<file path="src/rtl/core/sls_pkg.sv">
`default_nettype none
// ---------------------------------------------------------------------------
// sls_pkg
// Shared types and constants of the lateral steering block.
// ---------------------------------------------------------------------------
package sls_pkg;

	localparam int MAX_POINTS = 64;
	localparam int IDX_W      = $clog2(MAX_POINTS);
	localparam int CNT_W      = IDX_W + 1;
	localparam int STEPS      = 16;

	localparam logic signed [47:0] PI_Q16      = 48'sd205887;
	localparam logic signed [47:0] TWO_PI_Q16  = 48'sd411775;
	localparam logic signed [47:0] HALF_PI_Q16 = 48'sd102944;

	localparam logic [1:0] REG_GAIN  = 2'd0;
	localparam logic [1:0] REG_SPEED = 2'd1;
	localparam logic [1:0] REG_COUNT = 2'd2;

	localparam logic REQ_LOAD  = 1'b0;
	localparam logic REQ_QUERY = 1'b1;

	function automatic logic signed [47:0] atan_entry(input logic [3:0] i);
		logic signed [47:0] r;
		case (i)
			4'd0:    r = 48'sd51472;
			4'd1:    r = 48'sd30386;
			4'd2:    r = 48'sd16055;
			4'd3:    r = 48'sd8150;
			4'd4:    r = 48'sd4091;
			4'd5:    r = 48'sd2047;
			4'd6:    r = 48'sd1024;
			4'd7:    r = 48'sd512;
			4'd8:    r = 48'sd256;
			4'd9:    r = 48'sd128;
			4'd10:   r = 48'sd64;
			4'd11:   r = 48'sd32;
			4'd12:   r = 48'sd16;
			4'd13:   r = 48'sd8;
			4'd14:   r = 48'sd4;
			default: r = 48'sd2;
		endcase
		return r;
	endfunction

	// Controller commands to the datapath.
	typedef struct packed {
		logic load_wr;
		logic q_start;
		logic scan_rd;
		logic scan_cmp;
		logic pick_rd;
		logic pick_set;
		logic sqrt_step;
		logic rot_init;
		logic rot_step;
		logic at_init;
		logic norm_step;
		logic at_step;
		logic fin;
		logic res_set;
	} cmd_t;

	typedef struct packed {
		logic scan_last;
		logic sqrt_done;
		logic step_done;
		logic norm_done;
		logic at_zero;
	} stat_t;

endpackage
`default_nettype wire

</file>
<file path="src/rtl/core/sls_ctrl.sv">
`default_nettype none
// ---------------------------------------------------------------------------
// sls_ctrl
// Sequencer: scan, square root, sign rotation, atan2 and final sum.
// ---------------------------------------------------------------------------
module sls_ctrl (
	input  wire                 clk,
	input  wire                 arst_n,
	input  wire                 in_fire,
	input  wire                 in_query,
	input  wire                 out_busy,
	input  sls_pkg::stat_t      stat,
	output logic                idle,
	output sls_pkg::cmd_t       cmd
);

	typedef enum logic [9:0] {
		S_IDLE = 10'b0000000001,
		S_SCAN = 10'b0000000010,
		S_LAST = 10'b0000000100,
		S_PRD  = 10'b0000001000,
		S_SQRT = 10'b0000010000,
		S_ROT  = 10'b0000100000,
		S_NORM = 10'b0001000000,
		S_AT   = 10'b0010000000,
		S_FIN  = 10'b0100000000,
		S_OUT  = 10'b1000000000
	} state_t;

	state_t state_q, state_d;

	always_comb begin
		state_d = state_q;
		cmd     = '0;
		idle    = 1'b0;
		case (state_q)
			S_IDLE: begin
				idle = 1'b1;
				if (in_fire) begin
					if (in_query) begin
						cmd.q_start = 1'b1;
						cmd.scan_rd = 1'b1;
						state_d     = S_SCAN;
					end else begin
						cmd.load_wr = 1'b1;
					end
				end
			end
			S_SCAN: begin
				// Data read last cycle is compared while the next entry is read.
				cmd.scan_cmp = 1'b1;
				if (stat.scan_last) begin
					state_d = S_LAST;
				end else begin
					cmd.scan_rd = 1'b1;
				end
			end
			S_LAST: begin
				cmd.pick_rd = 1'b1;
				state_d     = S_PRD;
			end
			S_PRD: begin
				cmd.pick_set = 1'b1;
				state_d      = S_SQRT;
			end
			S_SQRT: begin
				cmd.sqrt_step = 1'b1;
				if (stat.sqrt_done) begin
					state_d      = S_ROT;
					cmd.rot_init = 1'b1;
				end
			end
			S_ROT: begin
				cmd.rot_step = 1'b1;
				if (stat.step_done) begin
					state_d     = S_NORM;
					cmd.at_init = 1'b1;
				end
			end
			S_NORM: begin
				if (stat.at_zero) begin
					state_d = S_FIN;
				end else if (stat.norm_done) begin
					state_d = S_AT;
				end else begin
					cmd.norm_step = 1'b1;
				end
			end
			S_AT: begin
				cmd.at_step = 1'b1;
				if (stat.step_done) begin
					state_d = S_FIN;
				end
			end
			S_FIN: begin
				cmd.fin = 1'b1;
				state_d = S_OUT;
			end
			S_OUT: begin
				if (!out_busy) begin
					cmd.res_set = 1'b1;
					state_d     = S_IDLE;
				end
			end
			default: state_d = S_IDLE;
		endcase
	end

	always_ff @(posedge clk or negedge arst_n) begin
		if (!arst_n) begin
			state_q <= S_IDLE;
		end else begin
			state_q <= state_d;
		end
	end

	a_onecmd: assert property (@(posedge clk) disable iff (!arst_n)
		!(cmd.rot_step && cmd.at_step))
		else $error("rotation and atan2 steps overlap");
	a_res: assert property (@(posedge clk) disable iff (!arst_n)
		cmd.res_set |-> $past(state_q == S_OUT || state_q == S_FIN))
		else $error("result without final sum");
	a_fin: assert property (@(posedge clk) disable iff (!arst_n)
		cmd.fin |=> state_q == S_OUT)
		else $error("final sum not followed by output");

endmodule
`default_nettype wire

</file>
<file path="config.mk">
export PLATFORM = sky130hd
export DESIGN_NAME = sls_ctrl
export DESIGN_NICKNAME = d
export VERILOG_FILES = /design/src/rtl/core/sls_pkg.sv /design/src/rtl/core/sls_ctrl.sv
export SDC_FILE = /design/constraint.sdc
export NUM_CORES = 1
export LEC_CHECK = 0
export ABC_AREA = 1
export BUFFER_PORTS_ARGS = -buffer_cell sky130_fd_sc_hd__buf_4
export CAP_MARGIN = 20
export CORE_MARGIN = 10
export CORE_UTILIZATION = 49
export CTS_CLUSTER_DIAMETER = 120
export DETAILED_ROUTE_END_ITERATION = 8
export GPL_ROUTABILITY_DRIVEN = 1
export PLACE_DENSITY = 0.83
export SLEW_MARGIN = 20
export SYNTH_ARGS = -nofsm -noshare
export SYNTH_HDL_FRONTEND = slang
export SYNTH_SLANG_ARGS = --single-unit
</file>
<file path="constraint.sdc">
create_clock -name clk -period 1.96 [get_ports clk]
set_clock_uncertainty 0.2 [all_clocks]
set_input_delay 0 -clock clk [delete_from_list [all_inputs] [get_ports clk]]
set_output_delay 0 -clock clk [all_outputs]
set_load 0.1 [all_outputs]
</file>
# [Yosys cells after proc, flatten, opt, wreduce, memory -nomap -nowiden]
# Index checks and enable logic that the tools add are counted.
[totals] register_bits=10 inputBits=10 out_inout_bits=15 word_cells=51
[classes] n_eq_ne=18 muxes=31 n_reduce_logical=1
[op_table] op="case mux 10 bit (10 select lines)" count=1
[op_table] op="two-way mux 10 bit" count=9
[op_table] op="two-way mux 1 bit" count=15
[op_table] op="inequality test 2 bit, second input constant" count=7
[op_table] op="== test 10 x 1 -> 1 bit, second input constant" count=1
[op_table] op="== test 10 bit, second input constant" count=1
[op_table] op="== test 10 x 2 -> 1 bit, second input constant" count=1
[op_table] op="== test 10 x 3 -> 1 bit, second input constant" count=1
[op_table] op="== test 10 x 4 -> 1 bit, second input constant" count=1
[op_table] op="== test 10 x 5 -> 1 bit, second input constant" count=1
[op_table] op="== test 10 x 6 -> 1 bit, second input constant" count=1
[op_table] op="== test 10 x 7 -> 1 bit, second input constant" count=1
[op_table] op="== test 10 x 8 -> 1 bit, second input constant" count=1
[op_table] op="== test 10 x 9 -> 1 bit, second input constant" count=1
[op_table] op="two-way mux 2 bit" count=4
[op_table] op="AND reduction 8 bit" count=1
[op_table] op="two-way mux 3 bit" count=1
[op_table] op="inequality test 3 bit, second input constant" count=1
[op_table] op="case mux 1 bit (2 select lines)" count=1

# [Depth between registers and ports, before layout]
[depth] ltp_word=3 ltp_mapped=12 ltp_nobuf=12

# [Least setup slack after synthesis]
# Ideal clock, no wire load.
[synth_path] path_kind="register to output" start="reg state_q[7]" end="out cmd[11] (netlist bit)" arrival_ns=3.801 t_required_ns=1.760 setup_slack_ns=-2.041 path_stages_with_launch=8 path_buffers=0 cell_sequence="dfrtp_1 nor2_1 nand2_2 nor2_2 nand2_1 inv_1 nand2_1 o21ai_0"
[synth_rtl] element="start, declared" line_no="sls_ctrl.sv:30" text="state_t state_q, state_d;"
[synth_rtl] element="start signal, assigned" line_no="sls_ctrl.sv:113" text="state_q <= state_d;"
[synth_rtl] element="end, declared" line_no="sls_ctrl.sv:14" text="output sls_pkg::cmd_t cmd"

==> out/qor.txt <==
status -> completed
largest net degree at the start of global routing -> 10
top post-synthesis cells by count -> inv_1 (34), nand2_1 (32), nor2_1 (23), dfrtp_1 (9), nand2_2 (8)
CTS root buf -> clkbuf_4
most common cell in the netlist -> inv_1
final setup fails -> 0
row count -> 14
P_leak -> 0.783 nW
FFs w/ async S/R, synth -> 100%
share of post-route cells with drive strength above 1 -> 37.9%
Placed Area -> 1030 µm²
Routed WL -> 2700 µm
NumNets Final -> 185
Final Critical Period -> 1.93 ns
DRT iter0 DRCs -> 21
highest clock rate -> 519 MHz
via/cell ratio -> 5.13
synth unique cells -> 16
number of remaining DRC errors -> 0
R2R depth -> 10
core footprint -> 1510 µm²
clock latency at the later pin of the worst-skew pair -> 0.30 ns
crit path capture type -> primary output
synthesized area -> 778 µm²
IO buf count -> 24
per-cell routed wire length -> 14.2 µm
Vias -> 975
Post-Layout Cell Count -> 190
number of global-route vias before repair -> 953
number of placed cells counting well taps -> 170
CTS tree -> yes
Final Hold Vio Count -> 0
Biggest register -> state_q
Pwr Density -> 1330 nW/µm²
worst slew pin tran -> 0.485 ns
GPL Wtd Cong -> 0.802
cell area after layout -> 1270 µm²
CP Class -> flip-flop to primary output
prevailing post-synth register cell -> dfrtp_1
Crit path arrival time -> 1.73 ns
RSZ-0062 raised after global routing -> yes
synth-to-layout area growth -> 63.2%
worst r2r dst -> state_q[0]
hold endpoint -> state_q[2]
CTS Buffer Depth -> 2
DR pass1 iterations -> 5
Syn Nets -> 140
I/O Pins -> 25
Synth area leaders -> dfrtp_1 (29%), inv_1 (16%), nand2_1 (15%)
Clock Pin Slew Worst Setup and Hold Paths -> 0.08 ns
hold depth -> 7
Max Slew Vio Count -> 0
EDFF count, synth -> 0
CP startpoint -> state_q[9]
Ant. Diodes -> 0
CTS HTree Levels -> 1
TNS Setup -> 0 ns
area leader, netlist -> dfrtp_1
gr usage total -> 15.2%
initial antenna violation count -> 0
chip height -> 59.9 µm
HP Start -> stat[3]
post-route ant nets -> 0
reg-to-reg slack, setup -> 0.16 ns
Synth top area share -> 28.9%
max reg flops -> 10
overall die width -> 59.9 µm
Hold Crit Class -> input pin to flip-flop
Tcrit/Tclk final -> 98.4%
r2r startpoint -> state_q[0]
total CTS buffers -> 3
Max rail drop VDD -> 1390 µV
Seq cells post-synth -> 10
DP HPWL -> 1770 µm
Cells after Synth -> 130
largest fanout on the critical path -> 4
first-pass GRT wire length -> 4110 µm
Initial Utilization -> 51.7%
biggest regs -> state_q: 10 flops
max cap viols -> 0
Yosys Warn Count -> 0
Die ar. -> 3580 µm²
Max-slew headroom -> 67.5%
sequential-to-total area share from yosys stat -> 32.3%
CTS Sinks -> 10
Overflow after GRT -> 0
CP startpoint kind -> flip-flop
WP data required -> 1.76 ns
Mapped Avg Cell Area -> 5.99 µm²
Core Util, Final -> 84.3%
==> cell families after synthesis <==
kind of cell	share of synthesized area, %
and+or+nand+nor	48.2
buffers and inverters	16.9
DFF	32.3
AOI/OAI and AO/OA	2.57
==> per-stage QoR <==
stage | power [mW] | hold slack (ns) | setup WS [ns]
after detailed placement | 1.34 | -0.359 | 0.226
after floorplan | 1.14 | -0.496 | -0.169
after CTS | 1.57 | 0.114 | 0.00281
after global placement | 1.31 | -0.363 | 0.244
final | 1.69 | 0.117 | 0.0319
after global routing | 1.78 | 0.160 | -0.0569
==> final cells by class <==
type	instances	area, µm²
Inverter	35	135
Multi-Input combinational cell	85	469
Sequential cell	10	251
Clock buffer	4	36.3
Fill cell	88	236
Timing Repair Buffer	40	358
Tap cell	16	20.0
==> timing repair <==
item | in CTS | in global routing
pin swaps | 0 | 8
setup buffers | 0 | 6
endpoints found under the hold margin | 15 | 1
hold buffers | 10 | 1
gates resized for setup | 5 | 10
endpoints found under the setup margin | 3 | 6
==> how the worst max path moves through the flow <==
| stage | endpoint | slack, ns | cells past startpoint |
|---|---|---|---|
| 2_1_floorplan | cmd[11] | -0.17 | 7 |
| 3_3_place_gp | cmd[11] | 0.24 | 8 |
| 3_5_place_dp | cmd[11] | 0.23 | 8 |
| 4_1_cts | cmd[11] | 0.003 | 8 |
| 5_1_grt | cmd[11] | -0.06 | 8 |
| 6_report | cmd[11] | 0.03 | 8 |
==> per-layer routing <==
layer | part of all wire (%) | global-route usage [%] | vias to the layer above | wire length [µm]
met5 | 0 | 0 | - | 0
met2 | 51 | 25.6 | 67 | 1390
li1 | - | - | 463 | -
met1 | 35 | 14.7 | 430 | 949
met4 | 3.8 | 11.5 | 0 | 102
met3 | 9.7 | 5.30 | 15 | 262
==> layout by cell type, fill, tap and decap left out, types with 2 or more instances in the layout <==
cell type and n:
nor2_2 7, o21ai_0 2, nand3_1 6, buf_4 27, nand2_1 28, buf_12 2
dfrtp_1 9, nand2_4 2, clkbuf_4 3, dlygate4sd3_1 10, nand2_2 11, inv_1 33
nor2_1 16, nor2_4 7
==> report_power, final <==
| group | internal (mW) | leakage, nW | total (mW) | switching, mW |
|---|---|---|---|---|
| clock | 0.114 | 0.0210 | 0.209 | 0.0959 |
| sequential | 0.253 | 0.134 | 0.294 | 0.0404 |
| combinational | 0.350 | 0.628 | 1.18 | 0.834 |
==> worst max-delay path, cell delays in order, from the launching register on <==
cell and delay, ns:
dfrtp_1 0.42, nor2_4 0.15, nand2_2 0.08, nor2_4 0.16, nand2_2 0.09, clkinvlp_4 0.10, nand2_4 0.08, o21ai_4 0.15
buf_12 0.19
Note: power is estimated with default switching activity, not from simulation.
